===== src/hdl/tcp_stream_reassembly_table_defines.svh =====
// Assertion macros used by the reassembly table controller.
`ifndef TCP_STREAM_REASSEMBLY_TABLE_DEFINES_SVH
`define TCP_STREAM_REASSEMBLY_TABLE_DEFINES_SVH
// Implication checked on every clock edge outside reset.
`define TSR_ASSERT_IMPL(label, clk, rst_n, ante, cons, msg) \
	label: assert property (@(posedge clk) disable iff (!rst_n) (ante) |-> (cons)) \
		else $error(msg);
// Next-cycle implication checked outside reset.
`define TSR_ASSERT_NEXT(label, clk, rst_n, ante, cons, msg) \
	label: assert property (@(posedge clk) disable iff (!rst_n) (ante) |=> (cons)) \
		else $error(msg);
`endif


===== src/hdl/tsr_pkg.sv =====
// ----------------------------------------------------------------------------
// Reassembly table package
// Sizes, request and status codes, and the controller command struct.
// ----------------------------------------------------------------------------
package tsr_pkg;
	localparam int Slots = 8;
	localparam int BufBytes = 4096;
	localparam int SlotW = $clog2(Slots);
	localparam int OffW = $clog2(BufBytes);
	localparam int AddrW = SlotW + OffW;
	localparam int LenW = OffW + 1;
	localparam int CntW = $clog2(Slots + 1);
	localparam logic [15:0] TtlReset = 16'd1000;

	localparam logic [2:0] ReqOpen = 3'd0;
	localparam logic [2:0] ReqData = 3'd1;
	localparam logic [2:0] ReqSeg = 3'd2;
	localparam logic [2:0] ReqTick = 3'd3;
	localparam logic [2:0] ReqRead = 3'd4;
	localparam logic [2:0] ReqRelease = 3'd5;

	localparam logic [2:0] StOk = 3'd0;
	localparam logic [2:0] StNoFree = 3'd1;
	localparam logic [2:0] StNoFlow = 3'd2;
	localparam logic [2:0] StWindow = 3'd3;
	localparam logic [2:0] StNoReady = 3'd4;

	typedef struct packed {
		logic exec;
		logic rd_finish;
		logic out_load;
	} tsr_cmd_t;

	typedef struct packed {
		logic rd_pending;
	} tsr_stat_t;
endpackage


===== src/hdl/tsr_ctrl.sv =====
// ----------------------------------------------------------------------------
// Reassembly table controller
// Sequences each request through execute, optional buffer read and output.
// ----------------------------------------------------------------------------
`include "tcp_stream_reassembly_table_defines.svh"
module tsr_ctrl import tsr_pkg::*; (
	input  logic      clk,
	input  logic      arst_n,
	input  logic      in_valid,
	output logic      in_stall,
	output logic      out_valid,
	input  logic      out_stall,
	input  tsr_stat_t stat,
	output tsr_cmd_t  cmd
);
	typedef enum logic [2:0] {
		S_IDLE = 3'b001,
		S_READ = 3'b010,
		S_FULL = 3'b100
	} state_t;

	state_t state_q;
	logic   out_free;

	assign out_free = !out_valid || !out_stall;
	assign in_stall = !(state_q == S_IDLE && out_free);

	always_comb begin
		cmd.exec = !in_stall && in_valid;
		cmd.rd_finish = state_q == S_READ && out_free;
		cmd.out_load = (cmd.exec && !stat.rd_pending) || cmd.rd_finish;
	end

	always_ff @(posedge clk or negedge arst_n) begin
		if (!arst_n) begin
			state_q <= S_IDLE;
			out_valid <= 1'b0;
		end else begin
			if (cmd.out_load) begin
				out_valid <= 1'b1;
			end else if (!out_stall) begin
				out_valid <= 1'b0;
			end
			case (state_q)
				S_IDLE: begin
					if (cmd.exec && stat.rd_pending) begin
						state_q <= S_READ;
					end
				end
				S_READ: begin
					if (out_free) begin
						state_q <= S_IDLE;
					end
				end
				S_FULL: state_q <= S_IDLE;
				default: state_q <= S_IDLE;
			endcase
		end
	end

	`TSR_ASSERT_IMPL(a_no_accept_in_read, clk, arst_n, state_q == S_READ, in_stall,
		"input accepted during buffer read")
	`TSR_ASSERT_NEXT(a_load_valid, clk, arst_n, cmd.out_load, out_valid,
		"loaded result not presented")
	`TSR_ASSERT_IMPL(a_one_load, clk, arst_n, cmd.rd_finish, !cmd.exec,
		"read completion overlaps a new request")
endmodule


===== config.mk =====
export PLATFORM = sky130hd
export DESIGN_NAME = tsr_ctrl
export DESIGN_NICKNAME = d
export VERILOG_FILES = /design/src/hdl/tsr_pkg.sv /design/src/hdl/tsr_ctrl.sv
export VERILOG_INCLUDE_DIRS = /design/src /design/src/hdl
export SDC_FILE = /design/constraint.sdc
export NUM_CORES = 1
export LEC_CHECK = 0
export ABC_AREA = 1
export BUFFER_PORTS_ARGS = -buffer_cell sky130_fd_sc_hd__buf_2
export CAP_MARGIN = 10
export CORE_AREA = 4 4 41 43
export CTS_CLUSTER_SIZE = 12
export DETAILED_ROUTE_END_ITERATION = 16
export DIE_AREA = 0 0 45 47
export SYNTH_ARGS = -nofsm -noshare
export SYNTH_HDL_FRONTEND = slang
export SYNTH_SLANG_ARGS = --single-unit

===== constraint.sdc =====
create_clock -name clk -period 0.8 [get_ports clk]
set_input_delay 0.04 -clock clk [delete_from_list [all_inputs] [get_ports clk]]
set_output_delay 0.04 -clock clk [all_outputs]
set_load 0.005 [all_outputs]

==> results of run 1 <==
## sequential cells by signal, summed over array words and instances, names as in the netlist
register / flops
out_valid: 1
state_q: 2
## metal layers
| layer | track usage | up-vias | share of wire |
|---|---|---|---|
| li1 | - | 100 | - |
| met1 | 0.03890 | 91 | 0.29 |
| met2 | 0.09040 | 8 | 0.55 |
| met3 | 0.02299 | 2 | 0.11 |
| met4 | 0.08772 | 0 | 0.048 |
| met5 | 0 | - | 0 |
## area by class of cell
type                    count  area share
clock buffers               4     0.08333
inverters                   5     0.05952
multi-input cells          12      0.2619
flip-flops and latches      3      0.2421
well taps                  15     0.05952
repair buffers             15      0.2937
## worst paths after layout
path,end,start,slack (ps),depth (start not counted)
max reg2reg,out_valid,state_q[0],-350,6
min,state_q[1],stat,100,3
max in group asynchronous,state_q[0],arst_n,480,2
min in group asynchronous,state_q[1],arst_n,130,2
max,cmd[0],state_q[0],-420,5
min reg2reg,out_valid,out_valid,590,2
## power by group
group | internal (mW) | switching [mW] | leakage [nW]
registers | 0.172 | 0.0132 | 0.0365
clock network | 0.187 | 0.0817 | 0.0150
logic | 0.0781 | 0.0726 | 0.128
total | 0.437 | 0.168 | 0.179
## logic make-up after synthesis
logic type      after synthesis  share of synthesized area
simple gates                 11                     0.4118
buf+inv                       5                     0.1103
compound gates                1                    0.02938
flops                         3                     0.4486
## timing repair
action / 4_1_cts / 5_1_grt
setup buffers: 4 / 1
setup endpoints to repair: 7 / 7
resized for setup: 2 / 0
pin swaps: 3 / 1
hold buffers: 1 / 0
hold endpoints to repair: 3 / 0
## cells in the final DEF, fill, tap and decap left out, drive strengths merged
| master | synthesis | routed |
|---|---|---|
| buf | 0 | 14 |
| inv | 5 | 5 |
| nand2 | 4 | 4 |
| clkbuf | 0 | 4 |
| nor2 | 3 | 3 |
| dfrtp | 2 | 2 |
| nand4 | 2 | 2 |
| nand3 | 2 | 2 |
| o21ai | 1 | 1 |
| dlygate4sd3 | 0 | 1 |
| dfstp | 1 | 1 |
## worst max-delay path, cell delays in order (launching register included)
cell     delay [ps]
dfstp_2         510
inv_2            40
nor2_4           90
nand4_1         100
o21ai_1          80
buf_2           120
==> impl_metrics.yaml, run 1 <==
yosys:
  synth_top_area_share: 0.2941
  synth.most_common_cell: "inv_1"
  synthArstFlopShare: 1.000
  synth.avg_cell_area_um2: 8.508
  synth_area_um2: 170.2
  yosys-top-cells-area: "dfrtp_1 29%, dfstp_2 15%, nand2_2 7.4%, nand4_2 7.4%, inv_1 6.6%"
  syn_nets: 25
  synth.distinct_cells: 13
  post-synth-top-area-cell: "dfrtp_1"
  ys.flop_type: "dfrtp_1"
  postSynthCellCount: 20
  yosysSeqAreaShare: 0.4485
  synth-seq-cells: 3
  ys_warn_count: 0
  synth_edf_count: 0
final_layout:
  nets: 45
  fin_area_um2: 315.3
  finalNonFillerCells: 54
  fillers: 158
  final_core_util: 0.2423
  multi_input_area_um2: 82.58
  antennaDiodeCount: 0
  drive_gt1_frac: 0.7179
  area_growth_syn_to_layout_pct: 85.29
  seq_area_um2: 76.32
clock_tree:
  cts.path.max_buffers: 2
  tritoncts: "yes"
  cts_root_buffer: "clkbuf_4"
  clock-sinks: 3
  clk_pin_slew_ps: 40
  htreeDepth: 1
  insertion_delay_ps: 230
  numCtsBuffers: 3
timing:
  max_freq_mhz: 820.6
  fin_crit_sh: 1.523
  worst_pin_slew_ps: 198.8
  rsz0062_at_grt: "yes"
  hold_viol_final: 0
  final_max_slew_viol_count: 0
  fin_worst_hold_slack_ps: 99.24
  setup_violations: 7
  layout_setup_ws_ps: -418.7
  fin_tns_setup_ps: -2376
  skew_ps: 1.365
  fin_crit_ps: 1219
  max-slew-margin-rel: 0.8674
drt:
  drt-initial-drc-count: 7
  wl_per_cell_um: 8.111
  via_per_inst: 3.722
  drc: 0
  drt_wl_total_um: 438
  firstDrtPassIters: 3
  vias: 201
  antenna_left: 0
power:
  p_leak_nw: 0.1793
  peakVddDrop_v: 0.0003330
  power.density_nw_per_um2: 1918
  power_uw: 604.6
global_routing:
  grt_pass1_vias: 196
  overflow: 0
  grt_max_degree: 6
  grtUsageTotal: 0.05542
  antenna_found_initial: 0
  grt_pass1_wl_um: 724
status:
  violations: "negative setup slack"
  status: "finished, violations left"
worst_setup_path:
  required_ps: 760
  crit_path_max_fanout: 3
  start_kind: "register"
  path_class: "reg -> out"
  end_kind: "primary output"
  worstPathArrival_ps: 1180
placed_design:
  place_area_um2: 234.0
  place_congestion: 0.7142
  placedCellCount: 44
  detailedPlace.worstSlack_ps: -213.2
  dpl.hpwl_um: 305.1
  portBuffers: 9
floorplan:
  core_um2: 1301
  top_level_ports: 10
  chipHeight_um: 47
  dieArea_um2: 2115
  num_rows: 13
  initial_core_util: 0.1308
  die_x_um: 45
min_path:
  min_path_type: "in -> reg"
job:
  cap_violations: 0
Power figures use the tool's default switching activity.
==> run 2: changes to the inputs <==
==> constraint.sdc (replaced) <==
create_clock -name clk -period 1.29 [get_ports clk]
set_input_delay 0.0645 -clock clk [delete_from_list [all_inputs] [get_ports clk]]
set_output_delay 0.0645 -clock clk [all_outputs]
set_load 0.005 [all_outputs]
==> run 2 against run 1 <==
- the run now ends clean
- clock skew rose by 2.9 ps
- via count is 12% lower
- non-clock buffer count shrank 3
- critical endpoint unchanged
- highest routed layer is now met3
==> impl_metrics.yaml, run 2 (synthesized netlist as in run 1, its figures left out) <==
timing:
  max_freq_mhz: 794.0
  fin_crit_ps: 1259
  fin_crit_sh: 0.9763
  hold_viol_final: 0
  worst_pin_slew_ps: 150.6
  rsz0062_at_grt: "yes"
  final_max_slew_viol_count: 0
  max-slew-margin-rel: 0.8996
  setup_violations: 0
  skew_ps: 4.306
final_layout:
  drive_gt1_frac: 0.6389
  final_common_cell: "buf_2"
  layout_common_cells: "9 x buf_2, 3 x inv_2, 3 x clkbuf_4"
  fillers: 157
  final_core_util: 0.2192
  area_growth_syn_to_layout_pct: 67.65
  antennaDiodeCount: 0
  nets: 42
  largest_reg_flops: 2
  largestRegisters: "state_q: 2 flops, out_valid: 1 flops"
  top_register: "state_q"
floorplan:
  top_level_ports: 10
  chipHeight_um: 47
  num_rows: 13
  dieArea_um2: 2115
  die_x_um: 45
  initial_core_util: 0.1308
  core_um2: 1301
worst_setup_path:
  required_ps: 1230
  end_kind: "primary output"
  path_class: "reg -> out"
  start_kind: "register"
  worstPathArrival_ps: 1190
  crit_path_max_fanout: 3
drt:
  firstDrtPassIters: 2
  drt_wl_total_um: 360
  drt-initial-drc-count: 1
  via_per_inst: 3.451
  antenna_left: 0
  vias: 176
  wl_per_cell_um: 7.059
  drc: 0
clock_tree:
  cts.path.max_buffers: 2
  htreeDepth: 1
  tritoncts: "yes"
  numCtsBuffers: 3
  insertion_delay_ps: 230
  clk_pin_slew_ps: 40
  clock-sinks: 3
  cts_root_buffer: "clkbuf_4"
power:
  power.density_nw_per_um2: 1271
  power_uw: 362.5
  p_leak_nw: 0.1642
  peakVddDrop_v: 0.0004430
min_path:
  min_path_type: "in -> reg"
global_routing:
  grt_max_degree: 6
  overflow: 0
  antenna_found_initial: 0
  grt_pass1_wl_um: 538
  grtUsageTotal: 0.04193
  grt_pass1_vias: 156
placed_design:
  portBuffers: 9
  dpl.hpwl_um: 278.3
  place_congestion: 0.5900
status:
  status: "complete, no violations"
job:
  cap_violations: 0
-- run 2: cell types whose count changed in the layout (fill, tap and decap cells not counted) --
cell / before / now
nand3_1: 1 / 2
nand3_2: 1 / 0
nand2_1: 1 / 2
buf_4: 5 / 2
nand2_2: 3 / 2
-- run 2: cell type report --
type                    count  area (um2)  area share
flip-flops and latches      3       76.32      0.2675
repair buffers             12       70.07      0.2456
inverters                   5       18.77     0.06579
clock buffers               4       26.28     0.09211
well taps                  15       18.77     0.06579
multi-input cells          12       75.07      0.2632
-- run 2: stage by stage --
step                setup TNS (ps)  area, um2  cells  hold slack, ps  worst slack (ps)
floorplan                        0      170.2     20          -231.1             375.5
global placement                 0      234.0     44          -137.6             234.9
detailed placement               0      234.0     44          -138.2             236.3
CTS                         -20.96      285.3     51           123.0            -20.96
global route                -76.74      285.3     51           139.5            -76.74
finish                           0      285.3     51           126.7             30.55
-- run 2: power breakdown --
part           internal (mW)  leakage (nW)  switching, mW
combinational         0.0412         0.113         0.0410
sequential             0.107        0.0365        0.00706
clock                  0.116        0.0150         0.0506
total                  0.264         0.164         0.0987
-- run 2: worst max-delay path, cell delays in order (launching register included) --
cell	delay [ps]
dfstp_2	510
inv_2	40
buf_4	120
nand2_1	90
o21ai_1	70
buf_2	120
-- run 2: worst paths after layout --
check | from | endpoint | slack [ps] | depth (start not counted)
setup / recovery | state_q[0] | cmd[0] | 30 | 5
hold / removal | out_stall | out_valid | 130 | 3
setup reg to reg | state_q[0] | state_q[0] | 290 | 6
hold reg to reg | out_valid | out_valid | 580 | 2
max in group asynchronous | arst_n | state_q[0] | 950 | 2
min in group asynchronous | arst_n | out_valid | 150 | 2
-- run 2: metal layers --
metal	GRT usage	wire length (um)	up-vias	share of wire
li1	-	-	93	-
met1	0.04110	149	77	0.41
met2	0.04802	170	6	0.47
met3	0.02299	40	0	0.11
met4	0.07018	0	0	0
met5	0	0	-	0
-- run 2: what timing repair did --
action / CTS / global route
gates cloned: 0 / 0
endpoints found under the hold margin: 3 / 0
hold buffers: 1 / 0
setup endpoints to repair: 1 / 3
pin swaps: 2 / 2
setup buffers: 2 / 0
gates resized for setup: 1 / 0
==> run 3: changes to the inputs <==
--- a/config.mk
+++ b/config.mk
@@ -6,7 +6,6 @@
 export SDC_FILE = /design/constraint.sdc
 export NUM_CORES = 1
 export LEC_CHECK = 0
-export ABC_AREA = 1
 export BUFFER_PORTS_ARGS = -buffer_cell sky130_fd_sc_hd__buf_2
 export CAP_MARGIN = 10
 export CORE_AREA = 4 4 41 43
==> run 3 against run 2 <==
- sequential cell count stayed put
- register-to-register slack worse by 140 ps
- hold slack worse by 20 ps
- area after synthesis is 5.1% higher
- final cell count is 2.0% lower
- sequential power hardly changed
- global-route usage is 1.0 points higher
- worst setup slack better by 15 ps
- critical path type unchanged
- largest power group unchanged
==> impl_metrics.yaml, run 3 <==
status:
  status: "complete, no violations"
placed_design:
  detailedPlace.worstSlack_ps: 234.2
  place_congestion: 0.6307
  place_area_um2: 242.7
  placedCellCount: 42
  portBuffers: 9
drt:
  vias: 199
  drt-initial-drc-count: 0
  antenna_left: 0
  wl_per_cell_um: 8.900
  drt_wl_total_um: 445
  via_per_inst: 3.980
  firstDrtPassIters: 1
  drc: 0
clock_tree:
  clk_pin_slew_ps: 40
  insertion_delay_ps: 230
  htreeDepth: 1
  clock-sinks: 3
  cts_root_buffer: "clkbuf_4"
  cts.path.max_buffers: 2
  numCtsBuffers: 3
  tritoncts: "yes"
final_layout:
  layout_common_cells: "9 x buf_2, 3 x nand2_1, 3 x clkbuf_4, 3 x buf_4"
  multi_input_area_um2: 110.1
  top_register: "state_q"
  drive_gt1_frac: 0.5714
  final_common_cell: "buf_2"
  nets: 41
  seq_area_um2: 77.57
  area_growth_syn_to_layout_pct: 73.43
  largest_reg_flops: 2
  finalNonFillerCells: 50
  largestRegisters: "state_q: 2 flops, out_valid: 1 flops"
  fin_area_um2: 310.3
  fillers: 154
  antennaDiodeCount: 0
yosys:
  synth_compound_area_frac: 0.1189
  synth_adder_area_share: 0
  synthXorXnorAreaFrac: 0
  yosys.area_share.simple: 0.4545
  synth.most_common_cell: "nand2_1"
  synth.avg_cell_area_um2: 9.940
  synth.area.mux_share: 0
  yosysSeqAreaShare: 0.4266
  synth_edf_count: 0
  syn_nets: 23
  post-synth-top-area-cell: "dfrtp_1"
  synthArstFlopShare: 1.000
  synth_top_family_by_area: "simple AND/OR/NAND/NOR gates"
  ys.flop_type: "dfrtp_1"
  synth.distinct_cells: 15
  yosys-top-cells-count: "3 x nand2_1, 2 x dfrtp_1"
  synth_area_um2: 178.9
  ys_warn_count: 0
  postSynthCellCount: 18
  synth-seq-cells: 3
  synth_top_area_share: 0.2797
  yosys-top-cells-area: "dfrtp_1 28%, dfstp_2 15%, nand2b_4 7.7%, nand2_1 6.3%, nand4bb_1 6.3%"
floorplan:
  initial_core_util: 0.1375
  core_um2: 1301
  dieArea_um2: 2115
  chipHeight_um: 47
  top_level_ports: 10
  num_rows: 13
  die_x_um: 45
min_path:
  min_to: "state_q[1]"
  hold_path_depth: 3
  holdCritStartpoint: "stat"
  min_path_type: "in -> reg"
timing:
  setup_violations: 0
  skew_ps: 0.8996
  hold_viol_final: 0
  layout_setup_ws_ps: 45.89
  max-slew-margin-rel: 0.8829
  final_max_slew_viol_count: 0
  fin_crit_sh: 0.9644
  worst_pin_slew_ps: 174.2
  fin_crit_ps: 1244
  rsz0062_at_grt: "yes"
  max_freq_mhz: 803.8
worst_setup_path:
  end_kind: "primary output"
  path_class: "reg -> out"
  worstPathArrival_ps: 1180
  start_kind: "register"
  reg2reg_to: "state_q[0]"
  rr_startpoint: "state_q[0]"
  required_ps: 1230
  critical-path-top-delay-family: "flip-flops"
  crit_chain: "nand4bb_1, a21oi_1, buf_2"
  crit_path_max_fanout: 4
  cp-startpoint: "state_q[0]"
  cp_slowest_cell: "dfstp_2"
  r2r_slack_ps: 150
  ff2ff_path_depth: 4
  crit_path_max_incr_delay_ps: 540
  worst-path-buf-inv: 1
global_routing:
  grtUsageTotal: 0.05226
  grt_max_degree: 6
  antenna_found_initial: 0
  grt_util_met2: 0.08757
  overflow: 0
  grtUsageMet3: 0.01533
  grt_pass1_wl_um: 710
  met1_usage: 0.03661
  grt_pass1_vias: 203
  busiest_layer: "met4"
power:
  p_leak_nw: 0.1625
  peakVddDrop_v: 0.0003485
  power.density_nw_per_um2: 1175
job:
  cap_violations: 0
## run 3: worst reg2reg max path: stages, from the launching register on
cell      delay (ps)
dfstp_2          540
buf_4            110
buf_4            110
nand2b_4          50
o31a_1           270
## run 3: power by group
| group | internal (mW) | switching, mW |
|---|---|---|
| Sequential | 0.107 | 0.0107 |
| Combinational | 0.0516 | 0.0326 |
| Clock | 0.116 | 0.0475 |
## run 3: metrics by stage
stage	setup TNS [ps]	util	power (mW)	hold WS, ps
2_1_floorplan	0	-	0.1544	-231.1
6_report	0	0.2385	0.3647	107.0
3_3_place_gp	0	0.1865	0.1853	-137.9
5_1_grt	-14.85	0.2385	0.3927	128.8
3_5_place_dp	0	0.1865	0.1854	-136.0
4_1_cts	0	0.2221	0.3624	110.1
## run 3: worst max path at each step
stage            endpoint  slack (ps)  cells after the start
3_3_place_gp       cmd[0]         250                      3
4_1_cts            cmd[0]          20                      3
3_5_place_dp       cmd[2]         230                      3
2_1_floorplan  state_q[0]         350                      2
5_1_grt            cmd[0]         -10                      3
6_report           cmd[0]          50                      3
## run 3: metal layers
layer | routed length [um] | vias up
met5 | 0 | -
met4 | 14 | 0
met3 | 44 | 2
met2 | 235 | 6
met1 | 150 | 93
li1 | - | 98
## run 3: layout make-up
type,count,share of cell area
clock buffer,4,0.08468
tap,15,0.06048
sequential,3,0.2500
timing repair buffer,13,0.2500
multi-input combinational,15,0.3548
## run 3: logic make-up (layout without fill, tap and decap cells)
logic type,after synthesis,count (layout)
simple gates,12,12
buf+inv,0,17
compound gates,3,3
flops,3,3
## run 3: repair_timing
item / CTS / global route
pin swaps: 0 / 2
endpoints found under the hold margin: 3 / 0
resized for setup: 1 / 2
setup endpoints to repair: 2 / 2
buffers inserted: 1 / 2
hold buffers: 1 / 0
